### src/design/bfsp_ram.sv
// ----------------------------------------------------------------------------
// bfsp_ram
// Generic single-write, single-read RAM with registered read data.
// ----------------------------------------------------------------------------
module bfsp_ram #(
	parameter  int WIDTH = 8,
	parameter  int DEPTH = 16,
	localparam int AW    = (DEPTH > 1) ? $clog2(DEPTH) : 1
) (
	input  logic             clk,
	input  logic             we,
	input  logic [AW-1:0]    waddr,
	input  logic [WIDTH-1:0] wdata,
	input  logic [AW-1:0]    raddr,
	output logic [WIDTH-1:0] rdata
);

	logic [WIDTH-1:0] mem [DEPTH];

	always_ff @(posedge clk) begin
		if (we) begin
			mem[waddr] <= wdata;
		end
		rdata <= mem[raddr];
	end

endmodule

### config.mk
export PLATFORM = sky130hd
export DESIGN_NAME = bfsp_ram
export DESIGN_NICKNAME = d
export VERILOG_FILES = /design/src/design/bfsp_ram.sv
export SDC_FILE = /design/constraint.sdc
export NUM_CORES = 1
export LEC_CHECK = 0
export ABC_AREA = 1
export BUFFER_PORTS_ARGS = -buffer_cell sky130_fd_sc_hd__buf_2
export CORE_MARGIN = 4
export CORE_UTILIZATION = 35
export CTS_BUF_LIST = sky130_fd_sc_hd__clkbuf_4
export DETAILED_ROUTE_END_ITERATION = 8
export GPL_TIMING_DRIVEN = 0
export PLACE_DENSITY = 0.56
export SYNTH_ARGS = -nofsm -noshare
export SYNTH_HDL_FRONTEND = slang
export SYNTH_SLANG_ARGS = --single-unit
### constraint.sdc
create_clock -name clk -period 1.4 [get_ports clk]
set_input_delay 0.28 -clock clk [delete_from_list [all_inputs] [get_ports clk]]
set_output_delay 0.28 -clock clk [all_outputs]
set_load 0.02 [all_outputs]
# Yosys cells after proc, flatten, opt, wreduce, memory -nomap -nowiden
# Memories as Yosys holds them, arrays and structs flattened. A register that Yosys moved wholly into a read port is not among the register bits.
# Cells that the tools add are included.
# op_classes
n_mux	2
# ops
op	n
$mux 1	2
# totals
memories	1
word_cells	3
input_bits	18
ff_bits	0
ramBits	128
output_inout_bits	8
# mem_list
name	depth	word_bits	read_ports	rd_ports_with_merged_regs	wr	line_no	text
mem	16	8	1	1	1	18	logic [WIDTH-1:0] mem [DEPTH];

# Logic depth before layout (Yosys ltp)
# logic_depth
word_depth	2
depth_mapped	8
ltp_nobuf	7

# Worst setup path after synthesis
# No wires, ideal clock.
# synth_timing
path_type	input port to flip-flop
from	in waddr[2]
to	mem mem[10][0], enable pin
t_required_ns	1.030
t_arrival_ns	0.861
n_path_buf	0
setup_ns	0.370
stages	2
setup_slack_ns	0.169
cell_sequence	nand3b_1 -> nor2_1
# synth_lines
element	line_no	text
from (decl)	12	input logic [AW-1:0] waddr,
to (decl)	18	
# No word-level cell before the write port.

# Worst setup path after layout
# layout_timing
from	reg rdata[5] (read register of mem)
to	out rdata[5]
# layout_lines
element	line_no	text
from (decl)	15	output logic [WIDTH-1:0] rdata
# No word-level cell between the ends.

==> summary.txt <==
Setup path
  – Critical Path End Type: output port
  – WP buf/inv: 1
  – Worst path depth: 1
  – Reg-to-reg startpoint: mem[8][1]$_DFFE_PP_
  – Worst reg2reg path depth: 6
  – CP delay by family, top: flip-flops
  – Kind of critical path: reg2out
  – CP Launch Type: flip-flop
  – Critical path arrival: 1030 ps
  – Reg2reg end: rdata[1]$_DFF_P_
  – CP Max Fanout: 1
  – Crit-path slowest cell: dfxtp_1
  – CP peak stage delay: 320 ps
  – Critical Path RT: 1120 ps
  – R2R Setup Slk: 370 ps
  – Worst-path cell chain: buf_2

STA
  – Tcrit/Tclk final: 93.23%
  – Worst Tran Pin Value: 874.5 ps
  – Fmax: 0.7661 GHz
  – Worst Skew: 14.93 ps
  – Final setup fails: 0
  – Slew Limit Headroom: 41.48%
  – WHS: 153.7 ps
  – Slew Limit Fails: 0
  – RSZ-0062 raised after global routing: false
  – Min Tclk post-route: 1305 ps
  – Fin worst setup slack: 94.75 ps
  – Final Hold Viols: 0
  – Fin Setup TNS: 0 ps

Die
  – Die ar.: 18,590 sq um
  – Boundary pin count: 26
  – Initial core utilization: 36.04%
  – Die Wd: 136.4 um
  – Area of the core: 16,000 sq um
  – Num rows: 46
  – Die height: 136.4 um

Route
  – Drt drc: 0
  – Wirelength per Cell: 16.57 um
  – Initial DRC count: 330
  – ANT nets after route: 0
  – Vias/cell: 4.584
  – Routed vias: 3,768
  – First-pass DRT Iterations: 5
  – Routed WL: 13,620 um

Power and ir drop
  – PwrDens: 1200 nW/um^2
  – Worst vdd ir: 0.4635 mV
  – Leakage dissipation: 2.758 nW
  – Power, Total: 7.721 mW

Layout
  – Register area: 4004 sq um
  – Layout Utilization: 40.20%
  – Multi-input gate area: 1214 sq um
  – Share of post-route cells with drive strength above 1: 13.06%
  – Layout area overhead: 11.54%
  – Fin nets: 610
  – Finished Cell Area: 6432 sq um
  – Non-filler instance count after layout: 822
  – Filler cells: 1,605

Synth
  – Yosys cell types: 12
  – #FFs+latches synth: 136
  – Synth warn: 0
  – Mapped Area: 5767 sq um
  – Share of the synthesized area in the top cell type: 66.65%
  – Sequential element share of the synthesized area: 69.43%
  – Syn Inst Count: 551
  – Avg Cell Area, Syn: 10.47 sq um
  – Mapped Nets: 569
  – Synth area leaders: edfxtp_1 67%, nand2_1 11%, nand3_1 8.4%
  – Area leader, netlist: edfxtp_1

Global routing
  – Vias in the first global route: 3,702
  – GRT Total Usage: 15.88%
  – Pin count of the biggest net entering global routing: 17
  – First-pass GRT wire length: 21,270 um
  – Antenna violations before repair: 1
  – Gr ovfl total: 0

Status
  – Outcome: finished, final reports clean

Clocking
  – Post-CTS Setup Bufs: 0
  – Clk slew on worst S/H paths: 120 ps
  – CTS resizes: 0
  – Clk root buf: clkbuf_4
  – Clock Sinks: 136
  – Post-CTS Hold Fix Bufs: 0
  – Deepest clock path buffer count: 2
  – CTS Buf Count: 17
  – Skew-Pair Late Insertion Delay: 540 ps
  – TritonCTS clock tree: done
  – H-tree levels: 4

Placed design
  – DP Area: 6147 sq um
  – Port bufs: 22
  – Post-detail-place hpwl: 9181 um
  – Gp weighted congestion: 0.8772
  – # placed instances: 789
  – Dpl ws: -448.3 ps

Worst hold path
  – Hold Crit Endpoint: mem[5][2]$_DFFE_PP_
  – HP Class: in2reg
  – Worst hold path depth: 1
  – Hold path start: wdata[2]

Job
  – Max-cap violations: 0
where the power goes:
group | internal [mW] | switching [mW]
clock network | 1.06 | 1.48
registers | 4.54 | 0.0213
logic | 0.175 | 0.444
worst max path at each step:
stage                                 to        startpoint  slack (ps)
global route                    rdata[2]  rdata[2]$_DFF_P_           6
CTS                             rdata[2]  rdata[2]$_DFF_P_          40
finish                          rdata[5]  rdata[5]$_DFF_P_          90
floorplan           mem[10][0]$_DFFE_PP_          waddr[2]         170
detailed placement   mem[7][5]$_DFFE_PP_          waddr[3]        -450
global placement     mem[7][5]$_DFFE_PP_          waddr[3]        -420
sequential cells by signal, summed over array words and instances (netlist names):
signal and count:
mem 128, rdata 8
synth_stat cells:
cell type,number
buf_1,1
buf_2,13
buf_4,4
buf_6,6
dfxtp_1,8
edfxtp_1,128
inv_1,100
inv_2,2
nand2_1,173
nand3_1,97
nand3b_1,2
nor2_1,17
area by class of cell:
class	instances	share of cell area [%]
clock buffer	17	1.984
multi-input combinational	289	18.87
inverter	102	5.952
antenna	1	0.03890
clock inverter	15	2.412
timing repair buffer	22	1.712
sequential	136	62.24
buffer	24	2.587
tap	216	4.202
routing by layer:
| layer | routed length (um) | GRT usage (%) | up-vias | part of all wire [%] |
|---|---|---|---|---|
| li1 | - | - | 1856 | - |
| met1 | 6460 | 22.18 | 1772 | 47 |
| met2 | 6094 | 24.49 | 119 | 45 |
| met3 | 810 | 3.331 | 21 | 5.9 |
| met4 | 253 | 5.879 | 0 | 1.9 |
| met5 | 0 | 0 | - | 0 |
kinds of logic (layout without fill, tap and decap cells):
logic type	count (synthesis)	after routing	share of synthesized area, %
other	0	1	0
AND/OR/NAND/NOR	289	289	21.05
buffers and inverters	126	180	9.525
flip-flops	136	136	69.43
placed cells by master (no fill, tap or decap):
master,netlist,final
clkbuf_4,0,17
bufinv_16,0,2
clkinv_2,0,4
inv_2,2,2
buf_4,4,4
clkinv_4,0,5
diode_2,0,1
nand3_1,97,97
inv_6,0,1
inv_1,100,100
nand3b_1,2,2
clkinvlp_4,0,3
buf_1,1,1
buf_2,13,35
nand2_1,173,173
dfxtp_1,8,8
nor2_1,17,17
edfxtp_1,128,128
buf_6,6,6
No activity file was read; power rests on OpenSTA's default activity.
