<file path="src/design/bfsp_pkg.sv">
// ----------------------------------------------------------------------------
// bfsp_pkg
// Shared widths, sequencer states and unit interface types for the
// shortest-path block.
// ----------------------------------------------------------------------------
package bfsp_pkg;

	localparam int VID_W  = 6;   // vertex index
	localparam int VC_W   = 7;   // vertex_count register
	localparam int WGT_W  = 16;  // edge weight
	localparam int DIST_W = 32;  // distance
	localparam int EDGE_W = 2 * VID_W + WGT_W;

	typedef enum logic [2:0] {
		ST_LOAD,
		ST_INIT,
		ST_EDGE,
		ST_EVAL,
		ST_OREAD,
		ST_OPUT,
		ST_OWAIT
	} bfsp_state_t;

	// operands handed to the relaxation unit
	typedef struct packed {
		logic signed [DIST_W-1:0] dist_from;
		logic signed [DIST_W-1:0] dist_to;
		logic signed [WGT_W-1:0]  weight;
		logic                     reached_from;
		logic                     reached_to;
	} bfsp_relax_req_t;

	// verdict of the relaxation unit
	typedef struct packed {
		logic                     relax;
		logic signed [DIST_W-1:0] sum;
	} bfsp_relax_rsp_t;

endpackage

</file>
<file path="src/design/bfsp_relax.sv">
// ----------------------------------------------------------------------------
// bfsp_relax
// Shared relaxation unit: saturating distance plus weight, then compare
// against the current distance of the end vertex.
// ----------------------------------------------------------------------------
module bfsp_relax
	import bfsp_pkg::*;
(
	input  bfsp_relax_req_t req,
	output bfsp_relax_rsp_t rsp
);

	logic signed [DIST_W:0]   wide_sum;
	logic signed [DIST_W-1:0] sat_sum;

	always_comb begin
		wide_sum = {req.dist_from[DIST_W-1], req.dist_from}
		         + {{(DIST_W + 1 - WGT_W){req.weight[WGT_W-1]}}, req.weight};
		// clamp to the signed distance range on overflow
		if (wide_sum[DIST_W] != wide_sum[DIST_W-1]) begin
			sat_sum = wide_sum[DIST_W] ? {1'b1, {(DIST_W-1){1'b0}}}
			                           : {1'b0, {(DIST_W-1){1'b1}}};
		end else begin
			sat_sum = wide_sum[DIST_W-1:0];
		end
		rsp.sum   = sat_sum;
		rsp.relax = req.reached_from && (!req.reached_to || (sat_sum < req.dist_to));
	end

endmodule

</file>
<file path="config.mk">
export PLATFORM = sky130hd
export DESIGN_NAME = bfsp_relax
export DESIGN_NICKNAME = d
export VERILOG_FILES = /design/src/design/bfsp_pkg.sv /design/src/design/bfsp_relax.sv
export SDC_FILE = /design/constraint.sdc
export NUM_CORES = 1
export LEC_CHECK = 0
export BUFFER_PORTS_ARGS = -buffer_cell sky130_fd_sc_hd__buf_4
export CORE_ASPECT_RATIO = 0.5
export CORE_MARGIN = 10
export CORE_UTILIZATION = 40
export DETAILED_ROUTE_END_ITERATION = 8
export GPL_TIMING_DRIVEN = 1
export PLACE_DENSITY_LB_ADDON = 0.3
export SETUP_SLACK_MARGIN = 0.2
export SYNTH_ARGS = -nofsm -noshare
export SYNTH_HDL_FRONTEND = slang
export SYNTH_SLANG_ARGS = --single-unit
</file>
<file path="constraint.sdc">
create_clock -name vclk -period 9.7
set_input_delay 0.485 -clock vclk [all_inputs]
set_output_delay 0.485 -clock vclk [all_outputs]
set_load 0.02 [all_outputs]
</file>
; ---- After elaboration in Yosys (flattened, before gate mapping)
; Cells that the tools add are included.
[word_totals]
reg_bits = 0
inputBits = 82
output_inout_bits = 33
[classes]
n_addsub = 1
magnitude_cmp = 1
n_eq_ne = 1
n_mux = 2
reduce_logical = 3
[ops]
columns = operator, count
row1 = two-way mux 32 bit, 2
row2 = adder 32 x 16 -> 33 bit, 1
row3 = < comparator 32 bit, 1
row4 = logical AND 1 bit, 1
row5 = zero test 1 bit, 1
row6 = logical OR 1 bit, 1
row7 = inequality test 1 bit, 1

; ---- Logic depth before layout (Yosys ltp)
[depth]
ltp_word = 6
depth_mapped = 23
ltp_nobuf = 21

; ---- Worst setup path before layout
; OpenSTA, ideal clock, no wires.
[synth_path]
path_type = input to output
start = input req[2] in the netlist's numbering
end = output rsp[32] in the netlist's numbering
arrival_ns = 4.628
setup_slack_ns = 4.587
path_stages = 23
n_path_buf = 2
cell_sequence = ha_1 > inv_1 > fa_1 > nand2b_1 > a21oi_2 > o2111ai_2 > o21bai_4 > a41o_2 > a22o_4 > buf_12 > nand2_4 > buf_2 > a21oi_1 > ha_1 > a211oi_1 > nor2_1 > nor3_1 > nor2_1 > o21bai_1 > o211ai_1 > maj3_2 > a21boi_1 > a21boi_2
[synth_lines]
columns = element, line_no
row1 = start: declaration, bfsp_relax.sv:9  ; input bfsp_relax_req_t req,
row2 = end: declaration, bfsp_relax.sv:10  ; output bfsp_relax_rsp_t rsp

==> impl_metrics.env <==
export IMPL_post_cts_setup_buffer_count=0
export IMPL_core_area_mm2=0.00626
export IMPL_fin_crit_sh_pct=55.7
export IMPL_syn_nets=504
export IMPL_slew_headroom_pct=61.1
export IMPL_first_iter_violations=90
export IMPL_chipHeight_um=77.7
export IMPL_area_growth_pct=34.5
export IMPL_seq_cell_count=0
export IMPL_routabilityCongestion=0.844
export IMPL_fin_cells=555
export IMPL_drive_above_1_share_pct=28.7
export IMPL_grtUsageMet2_pct=29.5
export IMPL_fin_tns_setup_ns=0
export IMPL_synth_area_mm2=0.00267
export IMPL_required_ns=9.22
export IMPL_netlist_instances=359
export IMPL_grt_pass1_vias=2964
export IMPL_path_delay_family="compound AO/OA/AOI/OAI gates"
export IMPL_synth_cell_types=55
export IMPL_cp_cell_sequence="buf_4, ha_1, a21oi_1, o21ai_0, a211oi_1, a31oi_2, a31oi_4, xnor2_4, nor2_4, o21ai_0, ha_1, a21o_1, a21o_1, a21oi_1, o211ai_1, maj3_2, a21boi_1, a21boi_2, buf_4"
export IMPL_port_buffers=115
export IMPL_crit_type="in2out"
export IMPL_drc=0
export IMPL_grt_max_degree=29
export IMPL_yosysTopAreaCell="ha_1"
export IMPL_final_setup_viol_count=0
export IMPL_yosys_area_share_simple_pct=14.5
export IMPL_cp_max_fo=28
export IMPL_worstMarginPinSlew_ns=0.583
export IMPL_synth_top_family_by_area="compound AO/OA/AOI/OAI gates"
export IMPL_powerDensity_mw_per_mm2=114
export IMPL_crit_path_start_kind="primary input"
export IMPL_use_met3_pct=1.67
export IMPL_avgSynthCellArea_um2=7.42
export IMPL_synthAdderAreaFrac_pct=31.0
export IMPL_ys_top_cells_by_area="ha_1 29%, a21oi_1 8.5%, a21o_1 5.4%, inv_1 5.4%, xnor2_1 5.3%"
export IMPL_diodes=0
export IMPL_grt_antenna_before_repair=0
export IMPL_crit_buf_inv=2
export IMPL_grt_overflow=0
export IMPL_vias=2882
export IMPL_wirelength_um=8350
export IMPL_ant_nets=0
export IMPL_cts_resized=0
export IMPL_viasPerCell=5.19
export IMPL_initial_core_util_pct=42.6
export IMPL_regArea_um2=0
export IMPL_final_area_mm2=0.00358
export IMPL_crit_path_end_kind="output port"
export IMPL_use_met1_pct=16.7
export IMPL_crit_slowest_cell="nor2_4"
export IMPL_firstDrtPassIters=4
export IMPL_period_needed_ns=5.41
export IMPL_hold_viol=0
export IMPL_grt_most_used_layer="met2"
export IMPL_nClkBuffers=0
export IMPL_die_w_um=135
export IMPL_whs_ns=1.40
export IMPL_ir_drop_mv=0.0409
export IMPL_yosysWarnings=0
export IMPL_die_area_mm2=0.0105
export IMPL_yosysSeqAreaShare_pct=0
export IMPL_cap_violations=0
export IMPL_muxShareOfSynthArea_pct=0
export IMPL_rows=20
export IMPL_power_uw=409
export IMPL_critical_path_arrival_ns=4.92
export IMPL_final_max_slew_viol_count=0
export IMPL_yosysTopAreaCellShare_pct=29.1
export IMPL_routedWlPerCell_um=15.0
export IMPL_layout_commonest_cell="buf_4"
export IMPL_final_nets=614
export IMPL_synthXorXnorAreaFrac_pct=10.9
export IMPL_placed_cell_area_mm2=0.00358
export IMPL_final_cell_mix="115 x buf_4, 62 x ha_1, 45 x a21oi_1"
export IMPL_ioPinCount=115
export IMPL_synth_compound_area_share_pct=36.2
export IMPL_leakagePower_uw=0.00185
export IMPL_cpPeakStageDelay_ns=0.51
export IMPL_postCtsHoldBufs=0
export IMPL_dp_cells=555
export IMPL_status="finished, final reports clean"
export IMPL_rsz0062_at_grt="no"
export IMPL_grt_first_pass_wirelength_um=13600
export IMPL_grt_use_total_pct=14.7
export IMPL_max_freq_mhz=185
export IMPL_post_dp_hpwl_um=7470
export IMPL_worstHoldPathType="in2out"
synth_stat cells (all sizes together), types with 2 or more instances:
cell type / n
a221oi: 2
inv: 38
a2111oi: 2
a31oi: 5
and3: 3
o21a: 2
nand2: 20
o21ai: 33
xnor2: 17
nand4: 8
nand2b: 5
buf: 7
or2: 2
ha: 62
maj3: 3
a21o: 19
a211oi: 6
nand3: 8
o211ai: 8
and2: 2
nor2b: 2
xor2: 14
nor2: 21
a21boi: 6
o21bai: 6
a21oi: 46
kinds of logic (layout without fill, tap and decap cells):
logic type,Yosys count,in the layout
adders and majority gates,66,66
and+or+nand+nor,76,76
AOI/OAI and AO/OA,141,141
buffers and inverters,45,153
xor gates and xnor gates,31,31
final timing paths:
path / start / cells after the start / slack, ns / to
setup / recovery: req[12] / 19 / 4.29 / rsp[32]
hold / removal: req[0] / 4 / 1.40 / rsp[32]
through the flow:
stage	utilization, %	worst slack, ns
2_1_floorplan	-	4.59
3_3_place_gp	57.3	4.39
3_5_place_dp	57.3	4.34
4_1_cts	57.3	4.30
5_1_grt	57.3	3.83
6_report	57.3	4.29
power by group:
part           internal [uW]  leakage [uW]  switching (uW)
clock network              0             0               0
registers                  0             0               0
logic                    179       0.00185             231
routing by layer:
layer	vias to the layer above	wire length, um
li1	1538	-
met1	1289	3660
met2	49	4300
met3	6	330
met4	0	67
met5	-	0
layout make-up:
cell class,instances,area (um^2)
inverter,38,143
tap,88,110
multi-input combinational,314,2470
fill,644,2670
timing repair buffer,115,863
Note: power is estimated with default switching activity, not from simulation.
